`src/rtl/rv64im_pkg.sv`:
```
// ----------------------------------------------------------------------------
// rv64im_pkg: shared types and codes of the RV64IM integer core
// Item kinds, result status codes, opcodes, controller and multiply/divide
// state types, and the command/status bundles between controller and datapath.
// ----------------------------------------------------------------------------
package rv64im_pkg;

  localparam logic [1:0] KIND_INSTR = 2'd0;
  localparam logic [1:0] KIND_LOAD  = 2'd1;
  localparam logic [1:0] KIND_SYS   = 2'd2;

  localparam logic [2:0] ST_OK      = 3'd0;
  localparam logic [2:0] ST_LDWAIT  = 3'd1;
  localparam logic [2:0] ST_ECALL   = 3'd2;
  localparam logic [2:0] ST_EBREAK  = 3'd3;
  localparam logic [2:0] ST_ILLEGAL = 3'd4;

  localparam logic [1:0] MEM_NONE  = 2'd0;
  localparam logic [1:0] MEM_LOAD  = 2'd1;
  localparam logic [1:0] MEM_STORE = 2'd2;

  localparam logic [6:0] OPC_LOAD    = 7'h03;
  localparam logic [6:0] OPC_FENCE   = 7'h0F;
  localparam logic [6:0] OPC_OPIMM   = 7'h13;
  localparam logic [6:0] OPC_AUIPC   = 7'h17;
  localparam logic [6:0] OPC_OPIMM32 = 7'h1B;
  localparam logic [6:0] OPC_STORE   = 7'h23;
  localparam logic [6:0] OPC_OP      = 7'h33;
  localparam logic [6:0] OPC_LUI     = 7'h37;
  localparam logic [6:0] OPC_OP32    = 7'h3B;
  localparam logic [6:0] OPC_BRANCH  = 7'h63;
  localparam logic [6:0] OPC_JALR    = 7'h67;
  localparam logic [6:0] OPC_JAL     = 7'h6F;
  localparam logic [6:0] OPC_SYSTEM  = 7'h73;

  localparam logic [31:0] WORD_ECALL  = 32'h0000_0073;
  localparam logic [31:0] WORD_EBREAK = 32'h0010_0073;

  localparam logic [6:0] F7_BASE = 7'h00;
  localparam logic [6:0] F7_MD   = 7'h01;
  localparam logic [6:0] F7_ALT  = 7'h20;

  localparam logic [4:0] REG_A0 = 5'd10;
  localparam logic [4:0] REG_A7 = 5'd17;

  typedef enum logic [1:0] {
    CS_IDLE,
    CS_EXEC,
    CS_MD,
    CS_FIN
  } ctrl_state_e;

  typedef enum logic [1:0] {
    MD_IDLE,
    MD_RUN,
    MD_FIX
  } md_state_e;

  typedef struct packed {
    logic capture;
    logic md_start;
    logic finish;
  } cmd_t;

  typedef struct packed {
    logic is_md;
    logic out_free;
    logic md_done;
  } sts_t;

endpackage

```
`src/rtl/rv64im_ctrl.sv`:
```
// ----------------------------------------------------------------------------
// rv64im_ctrl: sequencing controller of the RV64IM integer core
// Takes one beat at a time, runs execute, waits on the multiply/divide unit
// and commits once the output register can take the result.
// ----------------------------------------------------------------------------
module rv64im_ctrl import rv64im_pkg::*; (
  input  logic clk_i,
  input  logic rst_ni,
  input  logic in_valid_i,
  output logic in_stall_o,
  input  sts_t sts_i,
  output cmd_t cmd_o
);

  ctrl_state_e st_q, st_d;

  always_ff @(posedge clk_i or negedge rst_ni) begin
    if (!rst_ni) begin
      st_q <= CS_IDLE;
    end else begin
      st_q <= st_d;
    end
  end

  always_comb begin
    st_d       = st_q;
    cmd_o      = '0;
    in_stall_o = 1'b1;
    unique case (st_q)
      CS_IDLE: begin
        in_stall_o = 1'b0;
        if (in_valid_i) begin
          cmd_o.capture = 1'b1;
          st_d          = CS_EXEC;
        end
      end
      CS_EXEC: begin
        if (sts_i.is_md) begin
          cmd_o.md_start = 1'b1;
          st_d           = CS_MD;
        end else if (sts_i.out_free) begin
          cmd_o.finish = 1'b1;
          st_d         = CS_IDLE;
        end
      end
      CS_MD: begin
        if (sts_i.md_done) st_d = CS_FIN;
      end
      CS_FIN: begin
        if (sts_i.out_free) begin
          cmd_o.finish = 1'b1;
          st_d         = CS_IDLE;
        end
      end
      default: st_d = CS_IDLE;
    endcase
  end

  a_finish_free: assert property (@(posedge clk_i) disable iff (!rst_ni)
    cmd_o.finish |-> sts_i.out_free) else $error("commit into a full output register");
  a_md_wait: assert property (@(posedge clk_i) disable iff (!rst_ni)
    cmd_o.md_start |=> st_q == CS_MD) else $error("muldiv start not followed by wait");

endmodule
```
`config.mk`:
```
export PLATFORM = sky130hd
export DESIGN_NAME = rv64im_ctrl
export DESIGN_NICKNAME = d
export VERILOG_FILES = /design/src/rtl/rv64im_pkg.sv /design/src/rtl/rv64im_ctrl.sv
export SDC_FILE = /design/constraint.sdc
export NUM_CORES = 1
export LEC_CHECK = 0
export BUFFER_PORTS_ARGS = -buffer_cell sky130_fd_sc_hd__buf_2
export CAP_MARGIN = 20
export CORE_AREA = 2 2 39 41
export DETAILED_ROUTE_END_ITERATION = 8
export DIE_AREA = 0 0 41 43
export PLACE_DENSITY_LB_ADDON = 0.1
export SLEW_MARGIN = 20
export SYNTH_ARGS = -nofsm -noshare
export SYNTH_HDL_FRONTEND = slang
export SYNTH_SLANG_ARGS = --single-unit
```
`constraint.sdc`:
```
create_clock -name clk_i -period 1 [get_ports clk_i]
set_clock_uncertainty 0.15 [all_clocks]
set_input_delay 0.15 -clock clk_i [delete_from_list [all_inputs] [get_ports clk_i]]
set_output_delay 0.15 -clock clk_i [all_outputs]
set_load 0.02 [all_outputs]
```
==> flow_metrics.env, run 1 <==
export IMPL_outcome="finished with violations"
export IMPL_violations="negative setup slack"
export IMPL_ys_seq_area_share_pct=41.7
export IMPL_grt_pass1_wl_um=634
export IMPL_grt_pass1_vias=159
export IMPL_worstMarginPinSlew_ns=0.180
export IMPL_antenna_found_initial=0
export IMPL_cts_buffers=3
export IMPL_drcViolationCount=0
export IMPL_largestRegisters="st_q: 2 flops"
export IMPL_first_iter_violations=0
export IMPL_first_pass_iters=1
export IMPL_syn_avg_cell_area_um2=8.01
export IMPL_arrival_ns=1.07
export IMPL_largest_register="st_q"
export IMPL_initial_utilization_pct=8.68
export IMPL_ioPinCount=10
export IMPL_ys_types=11
export IMPL_vias=157
export IMPL_endpoint_kind="output pin"
export IMPL_max_slew_margin_pct=88.0
export IMPL_root_buffer="clkbuf_4"
export IMPL_syn_area_um2=120
export IMPL_period_minus_slack_ns=1.37
export IMPL_nFillCells=170
export IMPL_clk_latency_ns=0.22
export IMPL_drive_gt1_share_pct=62.5
export IMPL_layoutNonFillerInstCount=48
export IMPL_cts_sinks=2
export IMPL_die_w_um=41
export IMPL_hold_viol_final=0
export IMPL_power_total_mw=0.836
export IMPL_place_detailed_hpwl_um=302
export IMPL_fin_nets=40
export IMPL_grt_max_degree=7
export IMPL_syn2layout_area_growth_pct=136
export IMPL_critPathLaunchType="flip-flop"
export IMPL_leakage_nw=0.137
export IMPL_via_per_inst=3.27
export IMPL_gp_congestion=0.538
export IMPL_antenna_left=0
export IMPL_synth_seq_cells=2
export IMPL_slew_viol_final=0
export IMPL_vdd_drop_max_mv=0.839
export IMPL_cts_max_path_buffers=2
export IMPL_drv_cap=0
export IMPL_fp_dieH_um=43
export IMPL_powerDensity_nw_per_um2=2940
export IMPL_largest_reg_flops=2
export IMPL_grt_setup_unrepaired="true"
export IMPL_clk_pin_slew_ns=0.03
export IMPL_synth_warnings=0
export IMPL_syn_num_nets=21
export IMPL_finalCritPeriodShare_pct=137
export IMPL_grt_total_usage_pct=6.23
export IMPL_cts_tree="done"
export IMPL_gr_total_overflow=0
export IMPL_port_buffers=9
export IMPL_syn_inst=15
export IMPL_setup_slack_ns=-0.372
export IMPL_wl_per_cell_um=8.00
export IMPL_fp_dieArea_um2=1760
export IMPL_hold_class="in -> reg"
export IMPL_multi_input_area_um2=86.3
export IMPL_seq_area_um2=50.0
export IMPL_crit_type="reg -> out"
export IMPL_core_rowCount=14
export IMPL_required_ns=0.70
export IMPL_wirelength_um=384
export IMPL_dp_cells=43
export IMPL_fmax_mhz=729
export IMPL_antenna_cells=0
export IMPL_setup_viol=6
export IMPL_core_um2=1380
export IMPL_htreeDepth=1
export IMPL_path_max_fanout=4
==> logic make-up (layout without fill, tap and decap cells) <==
group                  Yosys count  after routing  synth area share, %
buffers and inverters            1             18                 3.12
AND/OR/NAND/NOR                  8              8                 32.3
flip-flops                       2              2                 41.7
AO/OA/AOI/OAI                    3              3                 14.6
multiplexers                     1              1                 8.33
==> cell type report <==
type                       count  area share, %
clock buffer                   3           7.93
tap                           16           7.05
sequential                     2           17.6
multi-input combinational     12           30.4
inverter                       1           1.32
timing repair buffer          14           35.7
==> where the power goes <==
group | internal, mW | switching, mW
Combinational | 0.267 | 0.234
Clock | 0.132 | 0.0438
Sequential | 0.123 | 0.0368
==> cells in the mapped netlist, drive strengths merged <==
| master | number | area share [%] |
|---|---|---|
| a21oi | 1 | 4.2 |
| a31oi | 1 | 5.2 |
| dfrtp | 2 | 42 |
| inv | 1 | 3.1 |
| mux2i | 1 | 8.3 |
| nand2 | 2 | 6.3 |
| nor2 | 3 | 9.4 |
| nor2b | 1 | 5.2 |
| o22ai | 1 | 5.2 |
| or2 | 1 | 5.2 |
| or2b | 1 | 6.3 |
==> worst max-delay path: stages (launching register included) <==
cell	delay (ns)
dfrtp_1	0.40
or2_4	0.25
nor2_4	0.08
buf_6	0.11
==> routing by layer <==
| layer | wire [um] | vias to the layer above | GRT usage [%] |
|---|---|---|---|
| li1 | - | 85 | - |
| met1 | 160 | 67 | 6.45 |
| met2 | 200 | 5 | 7.50 |
| met3 | 23 | 0 | 3.14 |
| met4 | 0 | 0 | 8.00 |
| met5 | 0 | - | 0 |
==> worst paths after layout <==
kind / from / endpoint / slack, ns / depth (start not counted)
worst max-delay path: st_q[1] / cmd_o[2] / -0.37 / 3
worst min-delay path: sts_i[1] / st_q[1] / 0.02 / 2
worst max register to register: st_q[1] / st_q[1] / -0.11 / 4
worst min register to register: st_q[0] / st_q[0] / 0.45 / 2
max in group asynchronous: rst_ni / st_q[0] / 0.51 / 2
min in group asynchronous: rst_ni / st_q[1] / 0.09 / 2
==> placed cells by master (no fill, tap or decap), drive strengths merged <==
master / instances
buf: 13
clkbuf: 3
nor2: 3
nand2: 2
dfrtp: 2
or2: 1
nor2b: 1
inv: 1
a21oi: 1
a31oi: 1
or2b: 1
mux2i: 1
o22ai: 1
dlygate4sd3: 1
==> through the flow <==
step                      worst slack (ns)  util [%]  hold WS (ns)  TNS (ns)  instance area, um2
final                               -0.372      20.5        0.0155     -1.55                 284
after CTS                           -0.393      19.1       0.00540     -1.57                 264
after global placement              -0.175      16.1        -0.215    -0.613                 223
after floorplan                     -0.154         -        -0.296    -0.157                 135
after global routing                -0.441      20.5        0.0196     -1.98                 284
after detailed placement            -0.177      16.1        -0.213    -0.625                 223
==> repair_timing <==
action / 4_1_cts / 5_1_grt
gates resized for setup: 3 / 3
buffers inserted: 0 / 1
setup endpoints to repair: 6 / 6
endpoints found under the hold margin: 2 / 0
hold buffers: 1 / 0
(Power assumes the default switching activity.)
==> run 2, diff against run 1 <==
--- a/config.mk
+++ b/config.mk
@@ -11,6 +11,7 @@
 export DETAILED_ROUTE_END_ITERATION = 8
 export DIE_AREA = 0 0 41 43
 export PLACE_DENSITY_LB_ADDON = 0.1
+export REMOVE_ABC_BUFFERS = 1
 export SLEW_MARGIN = 20
 export SYNTH_ARGS = -nofsm -noshare
 export SYNTH_HDL_FRONTEND = slang
==> run 2 against run 1 <==
  * Worst hold slack gained 0.055 ns
  * Cell count up 8.3%
  * The run still ends with negative setup slack left
  * Global-route usage up 0.50 points
  * Critical endpoint unchanged
  * Highest routed layer unchanged
  * Wire length increased by 21%
  * Total power is 17% higher
  * Fmax decreased by 2.0%
  * Clock power barely moved
  * Setup slack lost 0.029 ns
  * Clock-buffer cell count stayed put
  * Sequential cell count did not move
  * Core utilization is 3.3 points higher
==> flow_metrics.env, run 2 (same netlist as run 1, synthesis figures left out) <==
export IMPL_core_rowCount=14
export IMPL_fin_nets=44
export IMPL_port_buffers=9
export IMPL_hold_viol_final=0
export IMPL_setup_tns_ns=-1.64
export IMPL_dp_cells=43
export IMPL_final_cell_mix="buf_4 (7), buf_2 (5), buf_6 (4), clkbuf_4 (3)"
export IMPL_first_iter_violations=0
export IMPL_endpoint_kind="output pin"
export IMPL_largest_register="st_q"
export IMPL_syn2layout_area_growth_pct=175
export IMPL_cts_tree="done"
export IMPL_violations="negative setup slack"
export IMPL_vdd_drop_max_mv=0.768
export IMPL_critPathLaunchType="flip-flop"
export IMPL_slew_viol_final=0
export IMPL_initial_utilization_pct=8.68
export IMPL_cts_max_path_buffers=2
export IMPL_ioPinCount=10
export IMPL_outcome="finished with violations"
export IMPL_drcViolationCount=0
export IMPL_powerDensity_nw_per_um2=2950
export IMPL_top_usage_layer="met2"
export IMPL_grt_pass1_wl_um=731
export IMPL_use_met3_pct=1.57
export IMPL_grt_use_met2_pct=10.0
export IMPL_largestRegisters="st_q: 2 flops"
export IMPL_antenna_found_initial=0
export IMPL_path_max_fanout=4
export IMPL_period_minus_slack_ns=1.40
export IMPL_final_common_cell="buf_4"
export IMPL_required_ns=0.70
export IMPL_grt_pass1_vias=198
export IMPL_layoutNonFillerInstCount=52
export IMPL_root_buffer="clkbuf_4"
export IMPL_largest_reg_flops=2
export IMPL_drv_cap=0
export IMPL_nFillCells=159
export IMPL_final_util_pct=23.9
export IMPL_power_total_mw=0.975
export IMPL_die_w_um=41
export IMPL_gp_congestion=0.704
export IMPL_hold_slack_ns=0.0702
export IMPL_fp_dieArea_um2=1760
export IMPL_clk_latency_ns=0.22
export IMPL_grt_setup_unrepaired="true"
export IMPL_hold_class="in -> reg"
export IMPL_crit_type="reg -> out"
export IMPL_grt_total_usage_pct=6.73
export IMPL_leakage_nw=0.168
export IMPL_antenna_cells=0
export IMPL_reg2reg_depth=5
export IMPL_core_um2=1380
export IMPL_antenna_left=0
export IMPL_clk_pin_slew_ns=0.03
export IMPL_gr_total_overflow=0
export IMPL_grt_util_met1_pct=6.43
export IMPL_setup_slack_ns=-0.401
export IMPL_fmax_mhz=714
export IMPL_first_pass_iters=1
export IMPL_min_delay_path_depth=3
export IMPL_worstMarginPinSlew_ns=0.177
export IMPL_htreeDepth=1
export IMPL_fp_dieH_um=43
export IMPL_cts_sinks=2
export IMPL_via_per_inst=3.50
export IMPL_wirelength_um=463
export IMPL_wl_per_cell_um=8.90
export IMPL_setup_viol=6
export IMPL_vias=182
export IMPL_grt_max_degree=6
export IMPL_cts_buffers=3
export IMPL_place_detailed_hpwl_um=279
export IMPL_drive_gt1_share_pct=69.4
export IMPL_arrival_ns=1.10
export IMPL_max_slew_margin_pct=87.9
export IMPL_finalCritPeriodShare_pct=140
-- run 2: cell count changes in the layout (fill, tap and decap cells not counted), sizes merged --
cell / before / now
dlygate4sd3: 1 / 2
buf: 13 / 16
-- run 2: worst max-delay path, cell delays in order (launching register included) --
cell	delay, ns
dfrtp_1	0.41
or2_4	0.26
nor2_2	0.08
buf_4	0.14
-- run 2: path summary, 6_finish.rpt --
kind | from | endpoint | slack [ns]
min in group asynchronous | rst_ni | st_q[0] | 0.10
worst min register to register | st_q[0] | st_q[0] | 0.53
worst max-delay path | st_q[1] | cmd_o[2] | -0.40
worst max register to register | st_q[1] | st_q[0] | -0.20
worst min-delay path | sts_i[0] | st_q[0] | 0.07
max in group asynchronous | rst_ni | st_q[1] | 0.51
-- run 2: report_power, final --
group          switching (mW)  leakage, nW  total, mW  internal (mW)
Sequential             0.0402       0.0233      0.163          0.123
Combinational           0.266        0.131      0.635          0.370
Clock                  0.0441       0.0138      0.176          0.132
Total                   0.350        0.168      0.975          0.625
-- run 2: metal layers --
| layer | wire length (um) | vias to the layer above |
|---|---|---|
| met5 | 0 | - |
| met4 | 0 | 0 |
| met3 | 28 | 0 |
| met2 | 284 | 5 |
| met1 | 150 | 84 |
| li1 | - | 93 |
-- run 2: metrics by stage --
stage	cell area, um2	setup WS, ns
3_3_place_gp	208	-0.173
3_5_place_dp	208	-0.172
4_1_cts	293	-0.408
5_1_grt	330	-0.461
2_1_floorplan	120	-0.349
6_report	330	-0.401
-- run 2: repair_timing --
item,in CTS,in global routing
hold buffers,2,0
gates resized for setup,8,7
endpoints found under the hold margin,3,0
pin swaps,3,2
buffers inserted,4,3
setup endpoints to repair,5,6
-- run 2: cell type report --
cell class              count  area [um2]  share of cell area (%)
clock buffers               3        22.5                    6.82
flip-flops and latches      2        50.0                    15.2
multi-input cells          12        91.3                    27.7
well taps                  16        20.0                    6.06
repair buffers             18         143                    43.2
inverters                   1        3.75                    1.14
